--- src/hw/rtl/izh_pkg.sv ---
package izh_pkg;

	// Fixed-point format and model constants (signed Q16.16).
	localparam int Q_FRAC = 16;
	localparam int ADDR_W = 5;
	localparam int MUL_W  = 33;
	localparam int PROD_W = 2 * MUL_W;

	localparam logic signed [12:0] K_QUAD = 13'sd2621;
	localparam logic signed [31:0] K_REST = 32'sd9175040;
	localparam logic signed [31:0] V_INIT = -32'sd4587520;
	localparam logic signed [31:0] U_INIT = -32'sd917504;

	// Register reset values.
	localparam logic [16:0] RST_EULER_DT      = 17'd6554;
	localparam logic [16:0] RST_RECOVERY_RATE = 17'd1311;
	localparam logic [31:0] RST_RECOVERY_SENS = 32'd13107;
	localparam logic [31:0] RST_RESET_VOLTAGE = 32'hFFBF_0000;
	localparam logic [31:0] RST_RECOVERY_JUMP = 32'd524288;
	localparam logic [31:0] RST_BIAS_CURRENT  = 32'd0;
	localparam logic [31:0] RST_SPIKE_THRESH  = 32'd1966080;
	localparam logic [31:0] RST_VOLTAGE_FLOOR = 32'h8000_0000;

	// Register indexes (byte address divided by four).
	localparam logic [2:0] REG_EULER_DT        = 3'd0;
	localparam logic [2:0] REG_RECOVERY_RATE   = 3'd1;
	localparam logic [2:0] REG_RECOVERY_SENS   = 3'd2;
	localparam logic [2:0] REG_RESET_VOLTAGE   = 3'd3;
	localparam logic [2:0] REG_RECOVERY_JUMP   = 3'd4;
	localparam logic [2:0] REG_BIAS_CURRENT    = 3'd5;
	localparam logic [2:0] REG_SPIKE_THRESHOLD = 3'd6;
	localparam logic [2:0] REG_VOLTAGE_FLOOR   = 3'd7;

	// Datapath operation codes, one per multiplier pass.
	localparam logic [2:0] OP_NONE = 3'd0;
	localparam logic [2:0] OP_SQ   = 3'd1;
	localparam logic [2:0] OP_BV   = 3'd2;
	localparam logic [2:0] OP_AI   = 3'd3;
	localparam logic [2:0] OP_DV   = 3'd4;
	localparam logic [2:0] OP_DU   = 3'd5;

	typedef struct packed {
		logic [16:0] euler_dt;
		logic [16:0] recovery_rate;
		logic [31:0] recovery_sensitivity;
		logic [31:0] reset_voltage;
		logic [31:0] recovery_jump;
		logic [31:0] bias_current;
		logic [31:0] spike_threshold;
		logic [31:0] voltage_floor;
	} cfg_t;

	typedef struct packed {
		logic       load;
		logic [2:0] op;
		logic       finish;
	} cmd_t;

	typedef struct packed {
		logic out_free;
	} status_t;

	typedef struct packed {
		logic        spike;
		logic [31:0] membrane_v;
		logic [31:0] recovery_u;
	} res_t;

	// Saturate a wide signed value to the signed 32-bit range.
	function automatic logic signed [31:0] sat32(input logic signed [PROD_W-1:0] x);
		logic signed [31:0] r;
		if (x > PROD_W'(64'sd2147483647)) begin
			r = 32'sh7FFF_FFFF;
		end else if (x < PROD_W'(-64'sd2147483648)) begin
			r = 32'sh8000_0000;
		end else begin
			r = x[31:0];
		end
		return r;
	endfunction

endpackage

--- src/hw/rtl/izh_regs.sv ---
module izh_regs
	import izh_pkg::*;
(
	input  logic              clk,
	input  logic              arst_n,
	input  logic              psel,
	input  logic              penable,
	input  logic              pwrite,
	input  logic [ADDR_W-1:0] paddr,
	input  logic [31:0]       pwdata,
	output logic [31:0]       prdata,
	output logic              pready,
	output cfg_t              cfg
);

	logic [2:0] idx;
	logic       wr_en;
	cfg_t       cfg_q;

	assign idx    = paddr[ADDR_W-1:2];
	assign wr_en  = psel && penable && pwrite;
	assign pready = 1'b1;
	assign cfg    = cfg_q;

	// Register writes on the access cycle.
	always_ff @(posedge clk or negedge arst_n) begin
		if (!arst_n) begin
			cfg_q.euler_dt             <= RST_EULER_DT;
			cfg_q.recovery_rate        <= RST_RECOVERY_RATE;
			cfg_q.recovery_sensitivity <= RST_RECOVERY_SENS;
			cfg_q.reset_voltage        <= RST_RESET_VOLTAGE;
			cfg_q.recovery_jump        <= RST_RECOVERY_JUMP;
			cfg_q.bias_current         <= RST_BIAS_CURRENT;
			cfg_q.spike_threshold      <= RST_SPIKE_THRESH;
			cfg_q.voltage_floor        <= RST_VOLTAGE_FLOOR;
		end else if (wr_en) begin
			unique case (idx)
				REG_EULER_DT:        cfg_q.euler_dt             <= pwdata[16:0];
				REG_RECOVERY_RATE:   cfg_q.recovery_rate        <= pwdata[16:0];
				REG_RECOVERY_SENS:   cfg_q.recovery_sensitivity <= pwdata;
				REG_RESET_VOLTAGE:   cfg_q.reset_voltage        <= pwdata;
				REG_RECOVERY_JUMP:   cfg_q.recovery_jump        <= pwdata;
				REG_BIAS_CURRENT:    cfg_q.bias_current         <= pwdata;
				REG_SPIKE_THRESHOLD: cfg_q.spike_threshold      <= pwdata;
				REG_VOLTAGE_FLOOR:   cfg_q.voltage_floor        <= pwdata;
				default: ;
			endcase
		end
	end

	// Read mux.
	always_comb begin
		unique case (idx)
			REG_EULER_DT:        prdata = 32'(cfg_q.euler_dt);
			REG_RECOVERY_RATE:   prdata = 32'(cfg_q.recovery_rate);
			REG_RECOVERY_SENS:   prdata = cfg_q.recovery_sensitivity;
			REG_RESET_VOLTAGE:   prdata = cfg_q.reset_voltage;
			REG_RECOVERY_JUMP:   prdata = cfg_q.recovery_jump;
			REG_BIAS_CURRENT:    prdata = cfg_q.bias_current;
			REG_SPIKE_THRESHOLD: prdata = cfg_q.spike_threshold;
			REG_VOLTAGE_FLOOR:   prdata = cfg_q.voltage_floor;
			default:             prdata = 32'd0;
		endcase
	end

endmodule

--- config.mk ---
export PLATFORM = sky130hd
export DESIGN_NAME = izh_regs
export DESIGN_NICKNAME = d
export VERILOG_FILES = /design/src/hw/rtl/izh_pkg.sv /design/src/hw/rtl/izh_regs.sv
export SDC_FILE = /design/constraint.sdc
export NUM_CORES = 1
export LEC_CHECK = 0
export ABC_CLOCK_PERIOD_IN_PS = 2000
export BUFFER_PORTS_ARGS = -buffer_cell sky130_fd_sc_hd__buf_2
export CAP_MARGIN = 0
export CORE_ASPECT_RATIO = 1.5
export CORE_UTILIZATION = 30
export CTS_BUF_LIST = sky130_fd_sc_hd__clkbuf_4 sky130_fd_sc_hd__clkbuf_8
export DETAILED_ROUTE_END_ITERATION = 10
export PLACE_DENSITY = 0.61
export SETUP_SLACK_MARGIN = 0.05
export SLEW_MARGIN = 20
export SYNTH_ARGS = -nofsm -noshare
export SYNTH_HDL_FRONTEND = slang
export SYNTH_SLANG_ARGS = --single-unit
--- constraint.sdc ---
create_clock -name clk -period 2 [get_ports clk]
set_input_delay 0.4 -clock clk [delete_from_list [all_inputs] [get_ports clk]]
set_output_delay 0.4 -clock clk [all_outputs]
set_load 0.005 [all_outputs]
# After elaboration in Yosys (flattened, before gate mapping)
# Cells that the tools add are included.
word_totals:
  output_inout_bits: 259
  inputBits: 42
  register_bits: 226
  wordCells: 27
op_classes:
  eq_ne: 7
  reduce_logical: 11
  mux: 1
op_table:
  columns: ["operator", "count"]
  rows:
  - ["32-bit case mux with 8 select lines", 1]
  - ["2-bit AND reduction", 8]
  - ["3-bit equality test, second input constant", 4]
  - ["3-bit by 2-bit equality test with 1-bit output, second input constant", 2]
  - ["3-bit by 1-bit equality test with 1-bit output, second input constant", 1]
  - ["3-bit zero test", 1]
  - ["1-bit logical AND", 2]

# Depth between registers and ports, before layout
# Gate-level depths: netlist of run 1.
logic_depth:
  ltp_word: 3
  depth_mapped: 6
  ltp_nobuf: 3

# Worst setup path before layout of run 1
# No wires, ideal clock.
synth_timing:
  kind: "input port to output port"
  startpoint: "in paddr[4]"
  endpoint: "out prdata[14]"
  required_time_ns: 1.600
  setup_slack_ns: 0.131
  stages: 6
  arrival_time_ns: 1.469
  path_buffers: 3
  cell_sequence: "buf_4 buf_2 nor2_1 buf_4 nand2_1 a41oi_1"
synth_via:
  elab_chain_len: 2
  elab_cells_between_ends: 9
  classes_between: "eq/ne (7); mux (1); reduce/logical (1)"
synth_rtl:
  columns: ["item", "line_no", "source"]
  rows:
  - ["start, declared", "izh_regs.sv:9", "input logic [ADDR_W-1:0] paddr,"]
  - ["3-bit equality test (tied with other cells)", "izh_regs.sv:53", "unique case (idx)"]
  - ["32-bit case mux with 8 select lines (*)", "izh_regs.sv:53", null]
  - ["end, declared", "izh_regs.sv:11", "output logic [31:0] prdata,"]
# Every way passes the cells marked *; elsewhere a longest branch is shown, timed or not.

# Worst setup path after layout of run 1
layout_timing:
  startpoint: "reg cfg_q (netlist bit cfg[144])"
  endpoint: "out prdata[16]"
layout_via:
  elab_chain_len: 1
layout_rtl:
  columns: ["item", "line_no", "source"]
  rows:
  - ["start, declared", "izh_regs.sv:18", "cfg_t cfg_q;"]
  - ["32-bit case mux with 8 select lines", "izh_regs.sv:53", null]
# No other way between the ends.

==> results_dict.tcl, run 1 <==
set metrics [dict create \
    status "finished, violations left" \
    violations "negative setup slack" \
    fp.dieH_um 229 \
    setup_slack_ns -0.0799 \
    largest_register_ffs 226 \
    rsz0062_at_grt "yes" \
    stdcell_count 1622 \
    fin_nets 1215 \
    ys_seq_area_share_pct 55.4 \
    grtUsageTotal_pct 20.1 \
    cp_max_fo 2 \
    drtIter0Drc 302 \
    final_cell_mix "294 x buf_2, 223 x mux2_2, 183 x dfrtp_1" \
    final_antenna_net_count 0 \
    grt_pass1_wl_mm 53.3 \
    timing.hold.ws_ns 0.170 \
    cts-root-buf "clkbuf_8" \
    layout_commonest_cell "buf_2" \
    synthDistinctLibCells 37 \
    dp_hpwl_mm 24.1 \
    cts_max_level 2 \
    dp_slack_ns -0.126 \
    post-route-drc-count 0 \
    die_x_um 153 \
    leakagePower_nw 7.15 \
    synth_nets 780 \
    drive_gt1_share_pct 69.9 \
    max_freq_ghz 0.481 \
    pwr_density_cell_nw_per_um2 996 \
    required_ns 1.60 \
    syn_area_um2 10300 \
    synthArstFlopShare_pct 100 \
    worstSetupStartpointType "flip-flop" \
    ir_worst_vdd_mv 0.646 \
    layout_min_cycle_time_ns 2.08 \
    tns_ns -0.440 \
    grt_pass1_vias 8666 \
    path_class "flip-flop to output pin" \
    finalCritPeriodShare_pct 104 \
    cap_violations 0 \
    overflow 0 \
    cp-end-kind "output pin" \
    critPathSlowestCell "dfstp_2" \
    setup_viol 18 \
    dp.cells 1473 \
    clk_pin_slew_worst_paths_ns 0.06 \
    finClkSkew_ns 0 \
    grt_antenna_before_repair 0 \
    cts_max_path_buffers 3 \
    syn_inst 738 \
    area_growth_pct 42.4 \
    vias_per_cell 5.06 \
    initial_core_util_pct 30.6 \
    antennaDiodeCount 0 \
    grt_max_degree 56 \
    vias 8209 \
    routedWlPerCell_um 21.8 \
    hp-class "input pin to flip-flop" \
    synth_edf_count 0 \
    numClockSinks 226 \
    slew_viol_final 0 \
    core_um2 33700 \
    insertion_delay_ns 0.54 \
    row_count 82 \
    io-pin-count 301 \
    syn_area_per_cell_um2 14.0 \
    fill_cells 3196 \
    arrival_ns 1.68 \
    routed_wl_mm 35.4 \
    gp_congestion 0.787 \
    final_util_pct 43.6 \
    critical_path.cell_chain "a21oi_2, a211o_1, a41oi_2, buf_2" \
    slowest_delay_ns 0.54 \
    drt_pass1_iterations 4 \
    ys.flop_type "dfrtp_1" \
    tritoncts "yes" \
    yosysWarnings 0 \
    cts_inserted_buffers 38 \
    dieArea_um2 35100 \
    io_buffers 297 \
    hold_viol 0 \
    ys_ff_latch 226 \
]
cells by family (layout without fill, tap and decap cells):
| family | after synthesis | after routing | synth area share, % |
|---|---|---|---|
| muxes | 281 | 281 | 30.6 |
| DFF | 226 | 226 | 55.4 |
| AOI/OAI and AO/OA | 106 | 106 | 7.36 |
| and+or+nand+nor | 70 | 70 | 3.48 |
| buffers and inverters | 54 | 518 | 3.17 |
| other | 1 | 1 | 0.0364 |
routing by layer:
layer / share of wire, % / vias to the layer above / GRT usage, %
met1: 39 / 4242 / 23.3
li1: - / 3621 / -
met2: 52 / 287 / 36.4
met5: 0 / - / 0
met3: 6.1 / 59 / 4.84
met4: 2.1 / 0 / 6.31
cell usage after synthesis, types with 4 or more instances:
master	instances	share of area, %
nor2_1	20	0.73
a21oi_1	16	0.78
o221ai_1	7	0.59
mux2i_1	44	4.3
buf_2	17	0.83
mux2_2	225	25
a22oi_1	19	1.4
a41oi_1	16	1.4
a211o_1	16	1.4
dfstp_2	43	11
mux4_2	4	0.87
o21ai_0	22	1.1
nand3_1	9	0.44
nor2_2	5	0.30
clkbuf_1	6	0.22
dfrtp_1	183	44
nand2b_1	4	0.24
buf_4	23	1.7
mux2_1	8	0.87
nand2_1	23	0.84
final timing paths:
| path | cells past startpoint | to | from | slack, ns |
|---|---|---|---|---|
| max | 4 | prdata[16] | cfg[144] | -0.08 |
| max reg2reg | 3 | cfg[130] | cfg[130] | 1.00 |
| max in group asynchronous | 3 | cfg[52] | arst_n | 0.93 |
| min | 2 | cfg[147] | pwdata[19] | 0.17 |
| min in group asynchronous | 2 | cfg[30] | arst_n | 0.36 |
| min reg2reg | 1 | cfg[60] | cfg[60] | 0.52 |
per-stage QoR:
| step | instance area (um2) | total power, mW |
|---|---|---|
| 3_5_place_dp | 12900 | 9.49 |
| 4_1_cts | 14400 | 14.6 |
| 3_3_place_gp | 12900 | 9.41 |
| 6_report | 14700 | 14.6 |
| 5_1_grt | 14700 | 15.4 |
| 2_1_floorplan | 10300 | 7.65 |
area by class of cell:
class	count	area, um2	share of cell area (%)
Clock inverter	7	91.3	0.622
Clock buffer	62	785	5.34
Tap cell	420	526	3.58
Multi-Input combinational cell	458	4570	31.1
Timing Repair Buffer	446	3000	20.4
Sequential cell	226	5710	38.9
Inverter	3	11.3	0.0767
where the power goes:
group / switching (mW) / internal, mW / leakage [nW] / total [mW]
registers: 0.679 / 5.60 / 2.79 / 6.28
logic: 1.55 / 2.11 / 3.90 / 3.66
clock network: 1.95 / 2.75 / 0.462 / 4.69
critical path, delay by kind of cell (launching register included):
family	cells	cell delay, ns
DFF	1	0.54
buffers and inverters	1	0.14
AOI/OAI and AO/OA	3	0.47
what timing repair did:
action,CTS,global route
hold buffers,1,0
setup endpoints to repair,32,32
resized for setup,40,23
buffers inserted,53,25
gates cloned,0,1
pin swaps,45,24
hold endpoints to repair,31,0
Power figures use the tool's default switching activity.
==> inputs of run 2 (changes only) <==
--- a/config.mk
+++ b/config.mk
@@ -8,7 +8,6 @@
 export ABC_CLOCK_PERIOD_IN_PS = 2000
 export BUFFER_PORTS_ARGS = -buffer_cell sky130_fd_sc_hd__buf_2
 export CAP_MARGIN = 0
-export CORE_ASPECT_RATIO = 1.5
 export CORE_UTILIZATION = 30
 export CTS_BUF_LIST = sky130_fd_sc_hd__clkbuf_4 sky130_fd_sc_hd__clkbuf_8
 export DETAILED_ROUTE_END_ITERATION = 10
==> results_dict.tcl, run 2 (synthesis gave the netlist of run 1 again) <==
set metrics [dict create \
    cts_max_level 2 \
    worstSetupStartpointType "flip-flop" \
    layout_commonest_cell "buf_2" \
    worstMarginPinSlew_ns 0.516 \
    post-route-drc-count 0 \
    grtUsageTotal_pct 20.5 \
    insertion_delay_ns 0.54 \
    setup_viol 8 \
    cp-end-kind "output pin" \
    grt_antenna_before_repair 1 \
    grt.busiest_layer "met2" \
    dp_hpwl_mm 24.2 \
    ir_worst_vdd_mv 0.573 \
    routedWlPerCell_um 21.8 \
    core_um2 33700 \
    required_ns 1.60 \
    dieArea_um2 35100 \
    vias_per_cell 4.97 \
    cts_max_path_buffers 3 \
    vias 8258 \
    drtIter0Drc 338 \
    overflow 0 \
    rsz0062_at_grt "yes" \
    layout_min_cycle_time_ns 2.10 \
    hp-class "input pin to flip-flop" \
    drive_gt1_share_pct 70.0 \
    tns_ns -0.365 \
    cts_inserted_buffers 41 \
    final_cell_mix "292 x buf_2, 218 x mux2_2, 183 x dfrtp_1" \
    fp.dieH_um 187 \
    grt_pass1_vias 8796 \
    hold_viol 0 \
    maxSlewHeadroom_pct 65.6 \
    path_class "flip-flop to output pin" \
    status "finished, violations left" \
    fin_nets 1222 \
    io_buffers 297 \
    row_count 67 \
    cp_max_fo 2 \
    finalCritPeriodShare_pct 105 \
    reg2reg_setup_slack_ns 0.97 \
    arrival_ns 1.70 \
    grt_pass1_wl_mm 54.6 \
    gr-usage-met3_pct 6.10 \
    cts-root-buf "clkbuf_8" \
    die_x_um 187 \
    gp_congestion 0.822 \
    io-pin-count 301 \
    finClkSkew_ns 0 \
    pwr_density_cell_nw_per_um2 993 \
    use_met2_pct 33.8 \
    drt_pass1_iterations 4 \
    setup_slack_ns -0.102 \
    routed_wl_mm 36.2 \
    power_mw 14.8 \
    use_met1_pct 25.3 \
    final_antenna_net_count 0 \
    max_freq_ghz 0.476 \
    tritoncts "yes" \
    violations "negative setup slack" \
    clk_pin_slew_worst_paths_ns 0.06 \
    leakagePower_nw 7.25 \
    grt_max_degree 56 \
    initial_core_util_pct 30.6 \
    cap_violations 0 \
    numClockSinks 226 \
    largest_register_ffs 226 \
    area_growth_pct 44.4 \
    slew_viol_final 0 \
]
[run 2: worst max-delay path, cell delays in order (launching register included)]
cell	delay [ns]
dfstp_2	0.54
a21oi_2	0.05
a211o_1	0.25
a41oi_2	0.17
buf_2	0.15
[run 2: metal layers]
layer  wire length, um  vias up
met5                 0        -
met4               987        0
met3              2800       62
met2             17300      321
met1             15100     4224
li1                  -     3651
[run 2: layout make-up]
class                      instances  area (um2)
tap                              448         561
timing repair buffer             450        3110
inverter                           3        11.3
clock inverter                     7        65.1
fill                            3160       18800
multi-input combinational        458        4580
sequential                       226        5710
antenna                            1        2.50
clock buffer                      69         843
[run 2: timing repair]
item / in CTS / in global routing
hold endpoints to repair: 41 / 0
endpoints found under the setup margin: 32 / 32
cloned: 1 / 0
hold buffers: 1 / 0
resized for setup: 48 / 17
buffers inserted: 63 / 18
pin swaps: 45 / 14
[run 2: where the power goes]
| part | switching [mW] | leakage [nW] | total [mW] | internal (mW) |
|---|---|---|---|---|
| registers | 0.655 | 2.79 | 6.26 | 5.60 |
| logic | 1.60 | 3.98 | 3.76 | 2.17 |
| clock network | 1.98 | 0.482 | 4.77 | 2.79 |
| total | 4.23 | 7.25 | 14.8 | 10.6 |
[run 2: stage by stage]
stage / hold slack [ns] / cell area (um2) / utilization [%] / cells / worst slack (ns)
2_1_floorplan: 0.104 / 10300 / - / 738 / 0.131
3_3_place_gp: 0.377 / 13000 / 38.7 / 1502 / -0.123
3_5_place_dp: 0.381 / 13000 / 38.7 / 1502 / -0.144
4_1_cts: 0.110 / 14700 / 43.6 / 1643 / -0.161
5_1_grt: 0.134 / 14900 / 44.2 / 1661 / -0.198
6_report: 0.152 / 14900 / 44.2 / 1662 / -0.102
[run 2: worst paths after layout]
check,startpoint,cells after the start,endpoint
worst max register to register,cfg[60],3,cfg[60]
worst max-delay path,cfg[144],4,prdata[16]
min in group asynchronous,arst_n,2,cfg[177]
worst min register to register,cfg[166],1,cfg[166]
worst min-delay path,pwdata[19],2,cfg[147]
max in group asynchronous,arst_n,3,cfg[154]
==> inputs of run 3 (changes only) <==
--- a/config.mk
+++ b/config.mk
@@ -5,6 +5,7 @@
 export SDC_FILE = /design/constraint.sdc
 export NUM_CORES = 1
 export LEC_CHECK = 0
+export ABC_AREA = 1
 export ABC_CLOCK_PERIOD_IN_PS = 2000
 export BUFFER_PORTS_ARGS = -buffer_cell sky130_fd_sc_hd__buf_2
 export CAP_MARGIN = 0
==> results_dict.tcl, run 3 <==
set metrics [dict create \
    insertion_delay_ns 0.57 \
    row_count 67 \
    cap_violations 0 \
    grtUsageTotal_pct 21.3 \
    syn_area_per_cell_um2 8.32 \
    synth_top_area_share_pct 44.3 \
    syn_area_um2 10300 \
    worstMarginPinSlew_ns 0.586 \
    largest_register_ffs 226 \
    post-route-drc-count 0 \
    cts-root-buf "clkbuf_8" \
    drive_gt1_share_pct 34.9 \
    grt_max_degree 64 \
    finalCritPeriodShare_pct 96.2 \
    cts_inserted_buffers 41 \
    ir_worst_vdd_mv 0.636 \
    cp-end-kind "output pin" \
    required_ns 1.60 \
    drt_pass1_iterations 5 \
    dieArea_um2 35200 \
    ys_ff_latch 226 \
    crit_start "cfg[164]" \
    layout_min_cycle_time_ns 1.92 \
    synthDistinctLibCells 24 \
    synthArstFlopShare_pct 100 \
    hp-class "input pin to flip-flop" \
    overflow 0 \
    gp_congestion 0.827 \
    drtIter0Drc 709 \
    yosysWarnings 0 \
    dp_slack_ns 0.00131 \
    worstSetupStartpointType "flip-flop" \
    crit-reg2reg-launch "cfg[196]" \
    cts_max_level 2 \
    status "finished, final reports clean" \
    syn_inst 1242 \
    fp.dieH_um 188 \
    synthTopCellsByCount "239 x nand2_1, 183 x dfrtp_1, 143 x nor2_1" \
    fill_cells 3457 \
    io-pin-count 301 \
    hp-start "pwdata[1]" \
    synth_nets 1284 \
    synthTopCellsByArea "dfrtp_1 44%, dfstp_2 11%, nand2_1 8.7%" \
    vias 10200 \
    maxSlewHeadroom_pct 60.9 \
    final_cell_mix "292 x buf_2, 236 x nand2_1, 183 x dfrtp_1" \
    design_area_um2 14100 \
    rsz0062_at_grt "yes" \
    routedWlPerCell_um 18.3 \
    tns_ns 0 \
    finClkSkew_ns 0 \
    numClockSinks 226 \
    ys.flop_type "dfrtp_1" \
    synth_edf_count 0 \
    layout_commonest_cell "buf_2" \
    routed_wl_mm 38.0 \
    io_buffers 297 \
    dp_hpwl_mm 25.7 \
    hold_viol 0 \
    core_um2 33700 \
    area_growth_pct 36.3 \
    max_freq_ghz 0.520 \
    path_class "flip-flop to output pin" \
    die_x_um 188 \
    cts_max_path_buffers 3 \
    vias_per_cell 4.91 \
    leakagePower_nw 7.13 \
    grt_pass1_vias 9721 \
    pwr_density_cell_nw_per_um2 1040 \
    arrival_ns 1.52 \
    yosys.area.top_type "dfrtp_1" \
    initial_core_util_pct 30.7 \
    slew_viol_final 0 \
    fin_nets 1636 \
    setup_viol 0 \
    grt_antenna_before_repair 1 \
    grt_pass1_wl_mm 57.9 \
    final_antenna_net_count 0 \
    clk_pin_slew_worst_paths_ns 0.06 \
    synth_most_common_cell "nand2_1" \
    ys_seq_area_share_pct 55.2 \
    final_util_pct 41.8 \
    dpl_cell_area_um2 12800 \
    cp_max_fo 2 \
    setup_slack_ns 0.0766 \
    tritoncts "yes" \
]
==> run 3: power breakdown <==
group | internal [mW] | switching [mW]
combinational | 1.63 | 1.83
sequential | 5.68 | 0.758
clock | 2.84 | 1.98
==> run 3: path summary, 6_finish.rpt <==
path	endpoint	slack [ns]	cells past startpoint
min	cfg[33]	0.05	3
max	prdata[4]	0.08	5
max in group asynchronous	cfg[173]	0.85	3
max reg2reg	cfg[196]	1.07	4
min reg2reg	cfg[146]	0.49	2
min in group asynchronous	cfg[89]	0.43	2
==> run 3: kinds of logic (layout without fill, tap and decap cells) <==
family / after synthesis / count (layout) / synth area share, %
simple gates: 553 / 553 / 23.9
buf+inv: 193 / 575 / 7.58
flops: 226 / 226 / 55.2
other cells: 1 / 2 / 0.0363
compound gates: 269 / 269 / 13.2
==> run 3: timing repair <==
action	in CTS	in global routing
hold buffers	1	0
buffers inserted	16	27
endpoints found under the hold margin	36	0
resized for setup	9	35
endpoints found under the setup margin	18	31
pin swaps	7	38
==> run 3: cell type report <==
| class | instances | area [um2] | area share (%) |
|---|---|---|---|
| diodes | 1 | 2.50 | 0.0178 |
| clock buffers | 68 | 823 | 5.84 |
| clock inverters | 5 | 77.6 | 0.551 |
| inverters | 102 | 385 | 2.74 |
| multi-input cells | 823 | 3940 | 27.9 |
| flip-flops and latches | 226 | 5710 | 40.5 |
| well taps | 448 | 561 | 3.98 |
| repair buffers | 400 | 2590 | 18.4 |
==> run 3: worst max-delay path, cell delays in order (launching register included) <==
cell,delay [ns]
dfstp_2,0.53
nand4_1,0.10
nand2_1,0.09
nor2_1,0.05
nand3_1,0.07
buf_2,0.11
==> run 3: routing by layer <==
| layer | wire length (um) | vias to the layer above | GRT usage (%) | share of wire (%) |
|---|---|---|---|---|
| met5 | 0 | - | 0 | 0 |
| met4 | 1240 | 0 | 9.07 | 3.3 |
| met3 | 2570 | 69 | 4.32 | 6.8 |
| met2 | 18100 | 433 | 34.1 | 48 |
| met1 | 16100 | 4839 | 28.0 | 42 |
| li1 | - | 4845 | - | - |
==> run 3: metrics by stage <==
stage,hold WS [ns],total power [mW],instances
CTS,0.00555,14.7,2045
finish,0.0458,14.7,2073
global route,0.0223,15.5,2073
detailed placement,0.420,9.68,1955
global placement,0.408,9.60,1955
floorplan,0.104,7.72,1242
