File: config.mk
export PLATFORM = sky130hd
export DESIGN_NAME = izh_ctrl
export DESIGN_NICKNAME = d
export VERILOG_FILES = /design/src/hw/rtl/izh_pkg.sv /design/src/hw/rtl/izh_ctrl.sv
export SDC_FILE = /design/constraint.sdc
export NUM_CORES = 1
export LEC_CHECK = 0
export ABC_AREA = 1
export BUFFER_PORTS_ARGS = -buffer_cell sky130_fd_sc_hd__buf_2
export CAP_MARGIN = 20
export CORE_AREA = 2 2 39 41
export DETAILED_ROUTE_END_ITERATION = 6
export DIE_AREA = 0 0 41 43
export PLACE_DENSITY = 0.39
export SLEW_MARGIN = 5
export SYNTH_ARGS = -nofsm -noshare
export SYNTH_HDL_FRONTEND = slang
export SYNTH_SLANG_ARGS = --single-unit
File: constraint.sdc
create_clock -name clk -period 1.2 [get_ports clk]
set_input_delay 0.06 -clock clk [delete_from_list [all_inputs] [get_ports clk]]
set_output_delay 0.06 -clock clk [all_outputs]
set_load 0.005 [all_outputs]
File: src/hw/rtl/izh_pkg.sv
package izh_pkg;

	// Fixed-point format and model constants (signed Q16.16).
	localparam int Q_FRAC = 16;
	localparam int ADDR_W = 5;
	localparam int MUL_W  = 33;
	localparam int PROD_W = 2 * MUL_W;

	localparam logic signed [12:0] K_QUAD = 13'sd2621;
	localparam logic signed [31:0] K_REST = 32'sd9175040;
	localparam logic signed [31:0] V_INIT = -32'sd4587520;
	localparam logic signed [31:0] U_INIT = -32'sd917504;

	// Register reset values.
	localparam logic [16:0] RST_EULER_DT      = 17'd6554;
	localparam logic [16:0] RST_RECOVERY_RATE = 17'd1311;
	localparam logic [31:0] RST_RECOVERY_SENS = 32'd13107;
	localparam logic [31:0] RST_RESET_VOLTAGE = 32'hFFBF_0000;
	localparam logic [31:0] RST_RECOVERY_JUMP = 32'd524288;
	localparam logic [31:0] RST_BIAS_CURRENT  = 32'd0;
	localparam logic [31:0] RST_SPIKE_THRESH  = 32'd1966080;
	localparam logic [31:0] RST_VOLTAGE_FLOOR = 32'h8000_0000;

	// Register indexes (byte address divided by four).
	localparam logic [2:0] REG_EULER_DT        = 3'd0;
	localparam logic [2:0] REG_RECOVERY_RATE   = 3'd1;
	localparam logic [2:0] REG_RECOVERY_SENS   = 3'd2;
	localparam logic [2:0] REG_RESET_VOLTAGE   = 3'd3;
	localparam logic [2:0] REG_RECOVERY_JUMP   = 3'd4;
	localparam logic [2:0] REG_BIAS_CURRENT    = 3'd5;
	localparam logic [2:0] REG_SPIKE_THRESHOLD = 3'd6;
	localparam logic [2:0] REG_VOLTAGE_FLOOR   = 3'd7;

	// Datapath operation codes, one per multiplier pass.
	localparam logic [2:0] OP_NONE = 3'd0;
	localparam logic [2:0] OP_SQ   = 3'd1;
	localparam logic [2:0] OP_BV   = 3'd2;
	localparam logic [2:0] OP_AI   = 3'd3;
	localparam logic [2:0] OP_DV   = 3'd4;
	localparam logic [2:0] OP_DU   = 3'd5;

	typedef struct packed {
		logic [16:0] euler_dt;
		logic [16:0] recovery_rate;
		logic [31:0] recovery_sensitivity;
		logic [31:0] reset_voltage;
		logic [31:0] recovery_jump;
		logic [31:0] bias_current;
		logic [31:0] spike_threshold;
		logic [31:0] voltage_floor;
	} cfg_t;

	typedef struct packed {
		logic       load;
		logic [2:0] op;
		logic       finish;
	} cmd_t;

	typedef struct packed {
		logic out_free;
	} status_t;

	typedef struct packed {
		logic        spike;
		logic [31:0] membrane_v;
		logic [31:0] recovery_u;
	} res_t;

	// Saturate a wide signed value to the signed 32-bit range.
	function automatic logic signed [31:0] sat32(input logic signed [PROD_W-1:0] x);
		logic signed [31:0] r;
		if (x > PROD_W'(64'sd2147483647)) begin
			r = 32'sh7FFF_FFFF;
		end else if (x < PROD_W'(-64'sd2147483648)) begin
			r = 32'sh8000_0000;
		end else begin
			r = x[31:0];
		end
		return r;
	endfunction

endpackage

File: src/hw/rtl/izh_ctrl.sv
module izh_ctrl
	import izh_pkg::*;
(
	input  logic    clk,
	input  logic    arst_n,
	input  logic    tick_valid,
	output logic    tick_ready,
	input  status_t status,
	output cmd_t    cmd
);

	localparam logic [2:0] S_IDLE = 3'd0;
	localparam logic [2:0] S_SQ   = 3'd1;
	localparam logic [2:0] S_BV   = 3'd2;
	localparam logic [2:0] S_AI   = 3'd3;
	localparam logic [2:0] S_DV   = 3'd4;
	localparam logic [2:0] S_DU   = 3'd5;
	localparam logic [2:0] S_FIN  = 3'd6;

	logic [2:0] state_q;
	logic [2:0] state_d;

	assign tick_ready = (state_q == S_IDLE);

	// Next state and datapath commands.
	always_comb begin
		state_d    = state_q;
		cmd.load   = 1'b0;
		cmd.op     = OP_NONE;
		cmd.finish = 1'b0;
		unique case (state_q)
			S_IDLE: begin
				if (tick_valid) begin
					cmd.load = 1'b1;
					state_d  = S_SQ;
				end
			end
			S_SQ: begin
				cmd.op  = OP_SQ;
				state_d = S_BV;
			end
			S_BV: begin
				cmd.op  = OP_BV;
				state_d = S_AI;
			end
			S_AI: begin
				cmd.op  = OP_AI;
				state_d = S_DV;
			end
			S_DV: begin
				cmd.op  = OP_DV;
				state_d = S_DU;
			end
			S_DU: begin
				cmd.op  = OP_DU;
				state_d = S_FIN;
			end
			S_FIN: begin
				if (status.out_free) begin
					cmd.finish = 1'b1;
					state_d    = S_IDLE;
				end
			end
			default: state_d = S_IDLE;
		endcase
	end

	always_ff @(posedge clk or negedge arst_n) begin
		if (!arst_n) begin
			state_q <= S_IDLE;
		end else begin
			state_q <= state_d;
		end
	end

endmodule

=== Yosys cells after proc, flatten, opt, wreduce, memory -nomap -nowiden ===
Cells that the tools add are included.

* Register bits: 3
* Bits of input ports: 4
* Output and inout port bits: 6
* Word-level logic and storage cells: 19

* Eq/ne operators: 8
* Muxes and demuxes: 8
* Reductions and logical operators: 2

{| class="wikitable"
|+ Operator list
! kind !! number
|-
| $pmux 3 s7 || 1
|-
| $pmux 3 s5 || 1
|-
| $eq 3x3->1 const B || 3
|-
| $eq 3x2->1 const B || 2
|-
| $mux 3 || 2
|-
| $mux 1 || 4
|-
| $ne 2x2->1 const B || 2
|-
| $eq 3x1->1 const B || 1
|-
| $logic_not 3->1 || 1
|-
| $reduce_and 2->1 || 1
|}

=== Logic depth before layout (Yosys ltp) ===
Gate-level depths: netlist (run 1).

* Depth after elaboration: 3
* Depth in mapped cells: 4
* Gate-level depth less buffers: 4

=== Worst setup path after synthesis (run 1) ===
No wires, ideal clock.

* Path kind: register to register
* Start: register state_q[1]
* End: register state_q[0]
* Library setup time: 113 ps
* Arrival: 710 ps
* Required time: 1087 ps
* Slack: 377 ps
* Stages on the path, launching flop included: 5
* Buffers on the path: 0
* Clock period less this slack: 823 ps
* Cells stage by stage: dfrtp_1 > nor2_1 > nand3_1 > nand2_1 > inv_1

* Word-level cells in the longest chain between the ends: 3
* Elaborated cells between the ends (all ways): 11
* Those cells by class: eq/ne (8); mux (1); reduce/logical (2)

{| class="wikitable"
|+ Ends and longest elaborated chain
! what !! line !! source
|-
| start: declaration || izh_ctrl.sv:20 || <nowiki>logic [2:0] state_q;</nowiki>
|-
| start signal: assignment || izh_ctrl.sv:72 || <nowiki>state_q <= state_d;</nowiki>
|-
| $eq 3x3->1 / $logic_not 3->1 (equally long branches) || izh_ctrl.sv:31 || <nowiki>unique case (state_q)</nowiki>
|-
| $ne 2x2->1 (no source line) || -- ||
|-
| $reduce_and 2->1 (no source line) || -- ||
|}

Several ways; a longest one is shown, not always the timed one.
A chain may end at the register's enable or synchronous reset.

==> results.md, run 1 <==
| Step | Quantity | Value |
|:---|:---|:---|
| pwr | Sequential group share of total power | 0.332 |
| cts | Num Clock Sinks | 3 |
| layout | Design Area, Final | 309.0 µm² |
| routing | Number of design-rule violations left by the first detailed-router iteration | 5 |
| cts | Number of levels in the clock H-tree | 1 |
| setup path | Sequence of cells on the critical path | nor2_4 -> nand2_2 -> nor2_1 -> buf_2 |
| pwr | VDD IR-drop max | 0.7634 mV |
| placement | Area after DPL | 252.7 µm² |
| placement | Worst slack at placement | 0.2909 ns |
| layout | FILL cells | 158 |
| yosys | Synthesized Nets | 33 |
| routing | Total via count after detailed routing | 222 |
| setup path | Critical path endpoint category | primary output |
| placement | Final RePlAce weighted congestion | 0.6529 |
| layout | Leading cell types in the layout, fill and taps excluded | sky130_fd_sc_hd__buf_2 (9), sky130_fd_sc_hd__inv_1 (7), sky130_fd_sc_hd__nand3_1 (5) |
| floorplanning | Row count | 14 |
| routing | Vias per cell | 3.700 |
| setup path | Critical Path Slowest Stage Cell | sky130_fd_sc_hd__dfrtp_2 |
| yosys | Share of synthesized area occupied by flip-flops and latches | 0.4000 |
| yosys | #FFs+latches synth | 3 |
| floorplanning | Horizontal die dimension | 41 µm |
| timing | Maximum clock frequency | 901.8 MHz |
| routing | TritonRoute pass-1 iters | 4 |
| pwr | Int Power | 0.0004675 W |
| yosys | Top area cells in the synthesized netlist | sky130_fd_sc_hd__dfrtp_1 (40%), sky130_fd_sc_hd__inv_1 (16%), sky130_fd_sc_hd__nand3_1 (13%) |
| cts | Max clock buf depth | 2 |
| placement | Port Buffer Count | 9 |
| pwr | Gate power share | 0.453 |
| timing | Fin Setup TNS | 0 ns |
| routing | Max Used Layer | met3 |
| timing | Crit share post-route | 0.9241 |
| pwr | Power density of the placed cells | 2620 nW/µm² |
| floorplanning | Core area | 1384 µm² |
| floorplanning | Height of the die | 43 µm |
| global route | Total routing usage reported by global routing | 0.05841 |
| yosys | Count of distinct cell types in the synthesized netlist | 9 |
| timing | Final worst setup slack | 0.09108 ns |
| routing | Remaining routing DRC violations | 0 |
| layout | Registers with the most flip-flops | state_q (3) |
| timing | Hold slack final | 0.1350 ns |
| yosys | Cell count after synthesis | 29 |
| routing | Drt total wl | 427 µm |
| routing | Wire length on met2 | 200 µm |
| yosys | Yosys top cell by area | sky130_fd_sc_hd__dfrtp_1 |
| floorplanning | Number of I/O pins | 10 |
| cts | Root buffer cell | sky130_fd_sc_hd__clkbuf_4 |
| yosys | Synthesized-area fraction occupied by ao, oa, aoi and oai cells | 0.05333 |
| yosys | Xor/xnor share of the synthesized area | 0 |
| setup path | Critical path data required time | 1.14 ns |
| layout | Multi-input gate area in the final layout | 92.59 µm² |
| yosys | Post-synthesis share of cell area spent on full adders, half adders and majority gates | 0 |
| cts | Worst skew pair latency | 0.23 ns |
| pwr | Total design power | 0.0008097 W |
| layout | Layout cells sized above 1 | 0.4545 |
| timing | Final count of pins violating max slew | 0 |
| timing | Final Skew | 0.002375 ns |
| layout | Most common library cell in the layout ignoring fill and taps | sky130_fd_sc_hd__buf_2 |
| layout | Antenna diodes | 0 |
| layout | Sequential cell area | 77.57 µm² |
| yosys | Dominant combinational cell family by area after synthesis | simple AND/OR/NAND/NOR gates |
| floorplanning | Die ar. | 1763 µm² |
| layout | Largest register FFs | 3 |
| floorplanning | Initial standard-cell utilization of the core | 0.1356 |
| routing | Number of nets with antenna violations after detailed routing | 0 |
| worst hold path | Hold crit path type | in2reg |
| timing | Transition time at the pin with the least slew margin | 0.2111 ns |
| setup path | Start-to-end type of the worst setup path | reg2out |
| timing | Number of setup violations in the final report | 0 |
| timing | Endpoints failing hold | 0 |
| setup path | Max stage delay on crit path | 0.45 ns |
| pwr | Part of the power in the clock network | 0.215 |
| setup path | Largest fanout on the critical path | 7 |
| yosys | Post-synthesis simple-gate area fraction | 0.3867 |
| layout | Top register by number of flip-flops | state_q |
| layout | Total Nets Final | 49 |
| pwr | Net Sw Frac | 0.4226 |
| setup path | Element type at the critical path start | flip-flop |
| placement | Detailed Place HPWL | 330.8 µm |
| timing | Unrepaired setup endpoints after global routing | no |
| yosys | Share of the synthesized area in the top cell type | 0.4000 |
| global route | Initial antenna violation count | 0 |
| yosys | Mux share of post-synthesis cell area | 0 |
| worst hold path | Hold Path Depth | 4 |
| yosys | Yosys Warn Count | 0 |
| cts | Clock edge transition at the registers on the reported setup and hold paths | 0.04 ns |
| run status | Status | completed |
| routing | Detailed-route wire length per cell | 7.117 µm |
| routing | Detail Route met3 WL | 26 µm |
| setup path | Path depth of the worst reg2reg path | 5 |
| pwr | Leakage component of the power | 0.1835 nW |
| global route | Pin count of the biggest net entering global routing | 8 |
| global route | Wire length of the first global-routing pass | 621 µm |
| routing | Total routed wire length on the met1 layer | 199 µm |
| yosys | Synthesized cell area | 187.7 µm² |
| pwr | Net switching power figure | 0.0003421 W |
| run | Number of maximum-capacitance constraint violations | 0 |
| yosys | Post-Synthesis Mean Instance Area | 6.472 µm² |
| timing | Minimum clock period after layout | 1.109 ns |
| cts | Clock buffers created by TritonCTS | 3 |
| cts | TritonCTS clock tree | yes |
| global route | Congestion Overflow GR | 0 |
| layout | Growth of design area from synthesis to finish | 64.67% |
| timing | Worst slew margin relative to its limit | 0.8592 |
| setup path | Worst EP arrival | 1.05 ns |
| global route | Via count of the first global-routing pass | 175 |
per-stage QoR:
stage          instances  utilization
2_1_floorplan         29            -
3_3_place_gp          54       0.1826
3_5_place_dp          54       0.1826
4_1_cts               59       0.2089
5_1_grt               60       0.2233
6_report              60       0.2233
worst max-delay path: cells and delay by family, from the launching register on:
family,cells,cell delay (ns)
AND/OR/NAND/NOR,3,0.25
buffers and inverters,1,0.11
flip-flops,1,0.45
layer usage:
metal  vias up  GRT usage
met5         -          0
met4         0    0.04000
met3         0    0.04712
met2         7    0.07813
met1        95    0.05844
li1        120          -
worst paths after layout:
path | startpoint | endpoint | slack [ns]
hold / removal | status | state_q[1] | 0.14
max in group asynchronous | arst_n | state_q[0] | 0.92
min in group asynchronous | arst_n | state_q[1] | 0.16
setup / recovery | state_q[0] | cmd[4] | 0.09
setup reg to reg | state_q[0] | state_q[0] | 0.25
hold reg to reg | state_q[0] | state_q[1] | 0.62
layout make-up:
cell class / count / share of cell area
tap: 16 / 0.06478
inverter: 8 / 0.09717
sequential: 3 / 0.2510
timing repair buffer: 11 / 0.2024
multi-input combinational: 18 / 0.2996
clock buffer: 4 / 0.08502
power groups by stage:
stage	logic [W]	registers [W]	clock network [W]
2_1_floorplan	0.000206	0.000225	0
3_3_place_gp	0.000321	0.000241	0
3_5_place_dp	0.000321	0.000242	0
4_1_cts	0.000324	0.000241	0.000183
5_1_grt	0.000415	0.000278	0.000197
6_report	0.000367	0.000268	0.000174
cells in the mapped netlist, drive strengths merged:
cell and n:
a21oi 2, dfrtp 3, inv 8, nand2 6
nand3 5, nor2 4, nor3 1
what timing repair did:
action                                  4_1_cts  5_1_grt
hold buffers                                  1        0
resized for setup                             0        6
hold endpoints to repair                      3        0
endpoints found under the setup margin        0        2
buffers inserted                              0        1
kinds of logic after synthesis:
logic type / count (synthesis)
AND/OR/NAND/NOR: 16
buffers and inverters: 8
flip-flops: 3
AO/OA/AOI/OAI: 2
No activity file was read; power rests on OpenSTA's default activity.
==> run 2: changes to the inputs <==
CELL_PAD_IN_SITES_DETAIL_PLACEMENT = 1   (was not set)
CELL_PAD_IN_SITES_GLOBAL_PLACEMENT = 1   (was not set)
PLACE_DENSITY = 0.5   (was 0.39)
==> run 2 against run 1 <==
  * Setup slack lost 0.0027 ns
  * Register-to-register slack gained 0.08 ns
  * First-iteration DRC count shrank 100%
  * Final cell count is the same
  * Combinational power shrank 5%
  * Non-clock buffer count is the same
  * Die area is the same
  * Largest power group unchanged
  * Highest routed layer unchanged
==> results.md, run 2 (synthesis results as in run 1) <==
| Step | Quantity | Value | vs previous |
|:---|:---|:---|:---|
| layout | Top register by number of flip-flops | state_q |  |
| layout | Total Nets Final | 49 | unchanged |
| pwr | Int Power | 0.0004535 W | -3.0% |
| worst hold path | Hold crit path type | in2reg |  |
| layout | Largest register FFs | 3 | unchanged |
| setup path | Largest fanout on the critical path | 6 | -1 |
| timing | Minimum clock period after layout | 1.112 ns | +0.002677 ns |
| placement | Area after DPL | 252.7 µm² | unchanged |
| pwr | Power density of the placed cells | 2586 nW/µm² | -1.3% |
| global route | Total routing usage reported by global routing | 0.05634 | -0.002071 |
| floorplanning | Initial standard-cell utilization of the core | 0.1356 | unchanged |
| timing | Number of setup violations in the final report | 0 | unchanged |
| layout | FILL cells | 191 | +21% |
| layout | Layout cells sized above 1 | 0.4318 | -0.02273 |
| floorplanning | Row count | 14 | unchanged |
| floorplanning | Die ar. | 1763 µm² | unchanged |
| pwr | Part of the power in the clock network | 0.224 | +0.009 |
| setup path | Critical path data required time | 1.14 ns | about the same |
| timing | Final Skew | 0.0009492 ns | -0.001426 ns |
| routing | Vias per cell | 3.700 | unchanged |
| setup path | Start-to-end type of the worst setup path | reg2out |  |
| routing | Detailed-route wire length per cell | 7.467 µm | +4.9% |
| floorplanning | Number of I/O pins | 10 | unchanged |
| floorplanning | Height of the die | 43 µm | unchanged |
| pwr | Leakage component of the power | 0.1822 nW | -0.73% |
| layout | Growth of design area from synthesis to finish | 60.67% |  |
| layout | Final cell utilization of the core | 0.2179 | -0.005425 |
| routing | Number of design-rule violations left by the first detailed-router iteration | 0 | -5 |
| placement | Worst slack at placement | 0.2742 ns | -0.01664 ns |
| cts | TritonCTS clock tree | yes |  |
| setup path | Critical path endpoint category | primary output |  |
| timing | Final worst setup slack | 0.08841 ns | -0.002677 ns |
| layout | Antenna diodes | 0 | unchanged |
| timing | Endpoints failing hold | 0 | unchanged |
| timing | Crit share post-route | 0.9263 | +0.002231 |
| pwr | VDD IR-drop max | 0.7385 mV | -3.3% |
| global route | Pin count of the biggest net entering global routing | 8 | unchanged |
| placement | Detailed Place HPWL | 334.5 µm | +1.1% |
| run status | Status | completed |  |
| layout | Registers with the most flip-flops | state_q (3) |  |
| floorplanning | Core area | 1384 µm² | unchanged |
| layout | Leading cell types in the layout, fill and taps excluded | sky130_fd_sc_hd__buf_2 (9), sky130_fd_sc_hd__inv_1 (7), sky130_fd_sc_hd__nand2_1 (5), sky130_fd_sc_hd__nand3_1 (5), sky130_fd_sc_hd__clkbuf_4 (3) |  |
| routing | Number of nets with antenna violations after detailed routing | 0 | unchanged |
| placement | Port Buffer Count | 9 | unchanged |
| timing | Transition time at the pin with the least slew margin | 0.2295 ns | +0.01835 ns |
| cts | Clock buffers created by TritonCTS | 3 | unchanged |
| cts | Num Clock Sinks | 3 | unchanged |
| cts | Clock edge transition at the registers on the reported setup and hold paths | 0.04 ns | about the same |
| routing | TritonRoute pass-1 iters | 1 | -3 |
| placement | Final RePlAce weighted congestion | 0.5830 | -11% |
| pwr | Net Sw Frac | 0.4185 | -0.004041 |
| global route | Wire length of the first global-routing pass | 607 µm | -2.3% |
| layout | Multi-input gate area in the final layout | 85.08 µm² | -8.1% |
| routing | Total via count after detailed routing | 222 | unchanged |
| cts | Root buffer cell | sky130_fd_sc_hd__clkbuf_4 |  |
| setup path | Element type at the critical path start | flip-flop |  |
| timing | Final count of pins violating max slew | 0 | unchanged |
| global route | Initial antenna violation count | 0 | unchanged |
| floorplanning | Horizontal die dimension | 41 µm | unchanged |
| timing | Worst slew margin relative to its limit | 0.8470 | -0.01223 |
| layout | Most common library cell in the layout ignoring fill and taps | sky130_fd_sc_hd__buf_2 |  |
| pwr | Sequential group share of total power | 0.330 | -0.002 |
| run | Number of maximum-capacitance constraint violations | 0 | unchanged |
| cts | Number of levels in the clock H-tree | 1 | unchanged |
| timing | Hold slack final | 0.1389 ns | +0.003913 ns |
| routing | Drt total wl | 448 µm | +4.9% |
| global route | Congestion Overflow GR | 0 | unchanged |
| layout | Sequential cell area | 77.57 µm² | unchanged |
| setup path | Worst EP arrival | 1.05 ns | about the same |
| pwr | Gate power share | 0.446 | -0.007 |
| timing | Maximum clock frequency | 899.6 MHz | -0.24% |
| routing | Remaining routing DRC violations | 0 | unchanged |
| cts | Worst skew pair latency | 0.23 ns | about the same |
| cts | Max clock buf depth | 2 | unchanged |
| layout | Design Area, Final | 301.5 µm² | -2.4% |
| pwr | Net switching power figure | 0.0003264 W | -4.6% |
| global route | Via count of the first global-routing pass | 178 | +1.7% |
## run 2: cell types whose count changed in the layout (fill, tap and decap cells not counted)
cell and delta:
sky130_fd_sc_hd__nand2_2 -1, sky130_fd_sc_hd__nand2_1 +1, sky130_fd_sc_hd__nor2_2 +1, sky130_fd_sc_hd__nor2_4 -1
## run 2: cell type report
type / instances / area share
inverter: 8 / 0.09959
tap: 16 / 0.06639
multi-input combinational: 18 / 0.2822
sequential: 3 / 0.2573
clock buffer: 4 / 0.08714
timing repair buffer: 11 / 0.2075
## run 2: worst max-delay path: stages (launching register included)
cell                      delay (ns)
sky130_fd_sc_hd__dfrtp_2        0.44
sky130_fd_sc_hd__nor2_2         0.13
sky130_fd_sc_hd__nand2_1        0.07
sky130_fd_sc_hd__nor2_1         0.08
sky130_fd_sc_hd__buf_2          0.11
## run 2: repair_timing
item | CTS | global route
endpoints found under the hold margin | 3 | 0
buffers inserted | 0 | 1
hold buffers | 1 | 0
endpoints found under the setup margin | 0 | 2
gates resized for setup | 0 | 4
## run 2: through the flow
step | setup TNS, ns | std cells | power (W)
2_1_floorplan | 0 | 29 | 0.0004309
3_3_place_gp | 0 | 54 | 0.0005710
3_5_place_dp | 0 | 54 | 0.0005679
4_1_cts | 0 | 59 | 0.0007568
5_1_grt | -0.0004873 | 60 | 0.0008695
6_report | 0 | 60 | 0.0007799
## run 2: routing by layer
| metal | global-route usage | share of wire | vias up |
|---|---|---|---|
| met5 | 0 | 0 | - |
| met4 | 0.08000 | 0 | 0 |
| li1 | - | - | 116 |
| met2 | 0.06563 | 0.47 | 6 |
| met3 | 0.01571 | 0.069 | 0 |
| met1 | 0.06472 | 0.46 | 100 |
## run 2: path summary, 6_finish.rpt
check / from / endpoint / slack, ns / cells after the start
setup / recovery: state_q[1] / cmd[4] / 0.09 / 4
hold / removal: tick_valid / state_q[0] / 0.14 / 5
setup reg to reg: state_q[1] / state_q[0] / 0.33 / 4
hold reg to reg: state_q[0] / state_q[1] / 0.61 / 2
max in group asynchronous: arst_n / state_q[0] / 0.94 / 2
min in group asynchronous: arst_n / state_q[2] / 0.15 / 2
## run 2: power groups by stage
stage | Combinational [W] | Sequential [W] | Clock [W]
3_5_place_dp | 0.000322 | 0.000246 | 0
3_3_place_gp | 0.000322 | 0.000249 | 0
5_1_grt | 0.000406 | 0.000269 | 0.000195
6_report | 0.000348 | 0.000258 | 0.000174
2_1_floorplan | 0.000206 | 0.000225 | 0
4_1_cts | 0.000326 | 0.000244 | 0.000187
==> run 3: changes to the inputs <==
clock period = 1.1 ns   (was 1.2 ns; I/O delays follow)
==> run 3 against run 2 <==
  * Total power rose by 24%
  * Clock skew grew 0.00091 ns
  * Count of clock-buffer cells in the layout unchanged
  * Largest power group unchanged
  * Core utilization is 2.3 points higher
  * Clock power is 11% higher
  * Wire length increased by 7.1%
  * Critical path depth unchanged
  * Hold slack worse by 0.012 ns
  * Die area unchanged
  * First-iteration DRC count did not move
  * Final area is 10% higher
  * Setup slack got worse by 0.081 ns
==> results.md, run 3 (synthesis results as in run 1) <==
| Step | Quantity | Value | vs previous |
|:---|:---|:---|:---|
| routing | Wire length on met2 | 225 µm | +7.7% |
| routing | Detailed-route wire length per cell | 7.619 µm | +2.0% |
| cts | Worst skew pair latency | 0.23 ns | about the same |
| layout | Leading cell types in the layout, fill and taps excluded | sky130_fd_sc_hd__buf_2 (9), sky130_fd_sc_hd__inv_1 (7), sky130_fd_sc_hd__nand3_1 (5) |  |
| floorplanning | Row count | 14 | unchanged |
| layout | Sequential cell area | 78.83 µm² | +1.6% |
| cts | Clock edge transition at the registers on the reported setup and hold paths | 0.04 ns | about the same |
| floorplanning | Die ar. | 1763 µm² | unchanged |
| global route | Wire length of the first global-routing pass | 779 µm | +28% |
| timing | Final Skew | 0.001863 ns | +0.0009135 ns |
| setup path | Worst EP arrival | 1.04 ns | about the same |
| layout | Largest register FFs | 3 | unchanged |
| routing | Number of design-rule violations left by the first detailed-router iteration | 0 | unchanged |
| placement | Detailed Place HPWL | 339 µm | +1.3% |
| run | Number of maximum-capacitance constraint violations | 0 | unchanged |
| cts | Max clock buf depth | 2 | unchanged |
| floorplanning | Horizontal die dimension | 41 µm | unchanged |
| layout | Layout cells sized above 1 | 0.5106 | +0.07882 |
| setup path | Critical Path Slowest Stage Cell | sky130_fd_sc_hd__dfrtp_2 |  |
| pwr | VDD IR-drop max | 0.9261 mV | +25% |
| routing | Remaining routing DRC violations | 0 | unchanged |
| timing | Crit share post-route | 0.9933 |  |
| routing | Drt total wl | 480 µm | +7.1% |
| routing | Vias per cell | 3.619 | -2.2% |
| global route | Total routing usage reported by global routing | 0.06942 | +0.01308 |
| setup path | Element type at the critical path start | flip-flop |  |
| routing | Detail Route met3 WL | 34 µm | +9.7% |
| routing | TritonRoute pass-1 iters | 1 | unchanged |
| routing | Total via count after detailed routing | 228 | +2.7% |
| cts | Number of levels in the clock H-tree | 1 | unchanged |
| floorplanning | Initial standard-cell utilization of the core | 0.1356 | unchanged |
| placement | Port Buffer Count | 9 | unchanged |
| layout | Most common library cell in the layout ignoring fill and taps | sky130_fd_sc_hd__buf_2 |  |
| floorplanning | Height of the die | 43 µm | unchanged |
| cts | Clock buffers created by TritonCTS | 3 | unchanged |
| global route | Pin count of the biggest net entering global routing | 7 | -1 |
| global route | Initial antenna violation count | 0 | unchanged |
| setup path | Path depth of the worst reg2reg path | 4 | unchanged |
| timing | Maximum clock frequency | 915.2 MHz |  |
| timing | Number of setup violations in the final report | 0 | unchanged |
| timing | Minimum clock period after layout | 1.093 ns |  |
| placement | Final RePlAce weighted congestion | 0.5968 | +2.4% |
| routing | Total routed wire length on the met1 layer | 220 µm | +6.3% |
| pwr | Leakage component of the power | 0.1965 nW | +7.9% |
| timing | Hold slack final | 0.1270 ns | -0.01191 ns |
| timing | Endpoints failing hold | 0 | unchanged |
| timing | Worst slew margin relative to its limit | 0.9138 | +0.06677 |
| timing | Transition time at the pin with the least slew margin | 0.1283 ns | -0.1011 ns |
| worst hold path | Hold Path Depth | 4 | -1 |
| floorplanning | Number of I/O pins | 10 | unchanged |
| layout | Total Nets Final | 52 | +6.1% |
| setup path | Largest fanout on the critical path | 5 | -1 |
| global route | Congestion Overflow GR | 0 | unchanged |
| timing | Unrepaired setup endpoints after global routing | yes |  |
| setup path | Critical path data required time | 1.04 ns | -0.10 ns |
| cts | Root buffer cell | sky130_fd_sc_hd__clkbuf_4 |  |
| layout | Multi-input gate area in the final layout | 92.59 µm² | +8.8% |
| floorplanning | Core area | 1384 µm² | unchanged |
| layout | Top register by number of flip-flops | state_q |  |
| setup path | Critical path endpoint category | primary output |  |
| cts | TritonCTS clock tree | yes |  |
| placement | # placed instances | 54 | unchanged |
| pwr | Power density of the placed cells | 2904 nW/µm² | +12% |
| layout | Growth of design area from synthesis to finish | 77.33% |  |
| setup path | Start-to-end type of the worst setup path | reg2out |  |
| timing | Final worst setup slack | 0.007325 ns | -0.08108 ns |
| layout | Registers with the most flip-flops | state_q (3) |  |
| placement | Worst slack at placement | 0.1896 ns | -0.08470 ns |
| setup path | Sequence of cells on the critical path | nor2_4 -> nand2_2 -> nor2_1 -> buf_2 |  |
| worst hold path | Hold crit path type | in2reg |  |
| cts | Num Clock Sinks | 3 | unchanged |
| routing | Max Used Layer | met3 |  |
| timing | Final count of pins violating max slew | 0 | unchanged |
| layout | Antenna diodes | 0 | unchanged |
| routing | Number of nets with antenna violations after detailed routing | 0 | unchanged |
| global route | Via count of the first global-routing pass | 217 | +22% |
| layout | Number of non-filler instances in the completed layout | 63 | +5.0% |
| run status | Status | completed |  |
| layout | FILL cells | 186 | -2.6% |
| setup path | Max stage delay on crit path | 0.44 ns | about the same |
## run 3: timing repair
item | in CTS | in global routing
setup buffers | 4 | 0
hold buffers | 1 | 0
hold endpoints to repair | 3 | 0
pin swaps | 1 | 2
endpoints found under the setup margin | 2 | 4
resized for setup | 4 | 3
## run 3: through the flow
| step | total power (W) | util | cell area [µm²] | TNS, ns |
|---|---|---|---|---|
| 5_1_grt | 0.001082 | 0.2405 | 332.8 | -0.1749 |
| 2_1_floorplan | 0.0004701 | - | 187.7 | 0 |
| 4_1_cts | 0.0009504 | 0.2342 | 324.1 | -0.01122 |
| 6_report | 0.0009664 | 0.2405 | 332.8 | 0 |
| 3_3_place_gp | 0.0006230 | 0.1826 | 252.7 | 0 |
| 3_5_place_dp | 0.0006161 | 0.1826 | 252.7 | 0 |
## run 3: area by class of cell
class	instances	area share
clock buffers	4	0.07895
inverters	8	0.09023
multi-input cells	18	0.2782
flip-flops and latches	3	0.2368
well taps	16	0.06015
repair buffers	14	0.2556
## run 3: path summary, 6_finish.rpt
kind	from	end	slack, ns
setup / recovery	state_q[1]	cmd[4]	0.007
hold / removal	status	state_q[2]	0.13
setup reg to reg	state_q[0]	state_q[2]	0.12
hold reg to reg	state_q[2]	state_q[0]	0.62
max in group asynchronous	arst_n	state_q[0]	0.84
min in group asynchronous	arst_n	state_q[2]	0.14
## run 3: per-layer routing
layer | global-route usage | up-vias
met5 | 0 | -
met4 | 0.06000 | 0
met3 | 0.03141 | 0
met2 | 0.09063 | 6
met1 | 0.08091 | 99
li1 | - | 123
## run 3: worst max-delay path, delay by kind of cell, from the launching register on
kind	cells	cell delay (ns)
buffers and inverters	1	0.11
flip-flops	1	0.44
AND/OR/NAND/NOR	3	0.25
## run 3: power by group
part	switching (W)	internal, W
clock network	0.0000580	0.000136
logic	0.000232	0.000262
registers	0.000100	0.000178
total	0.000390	0.000576
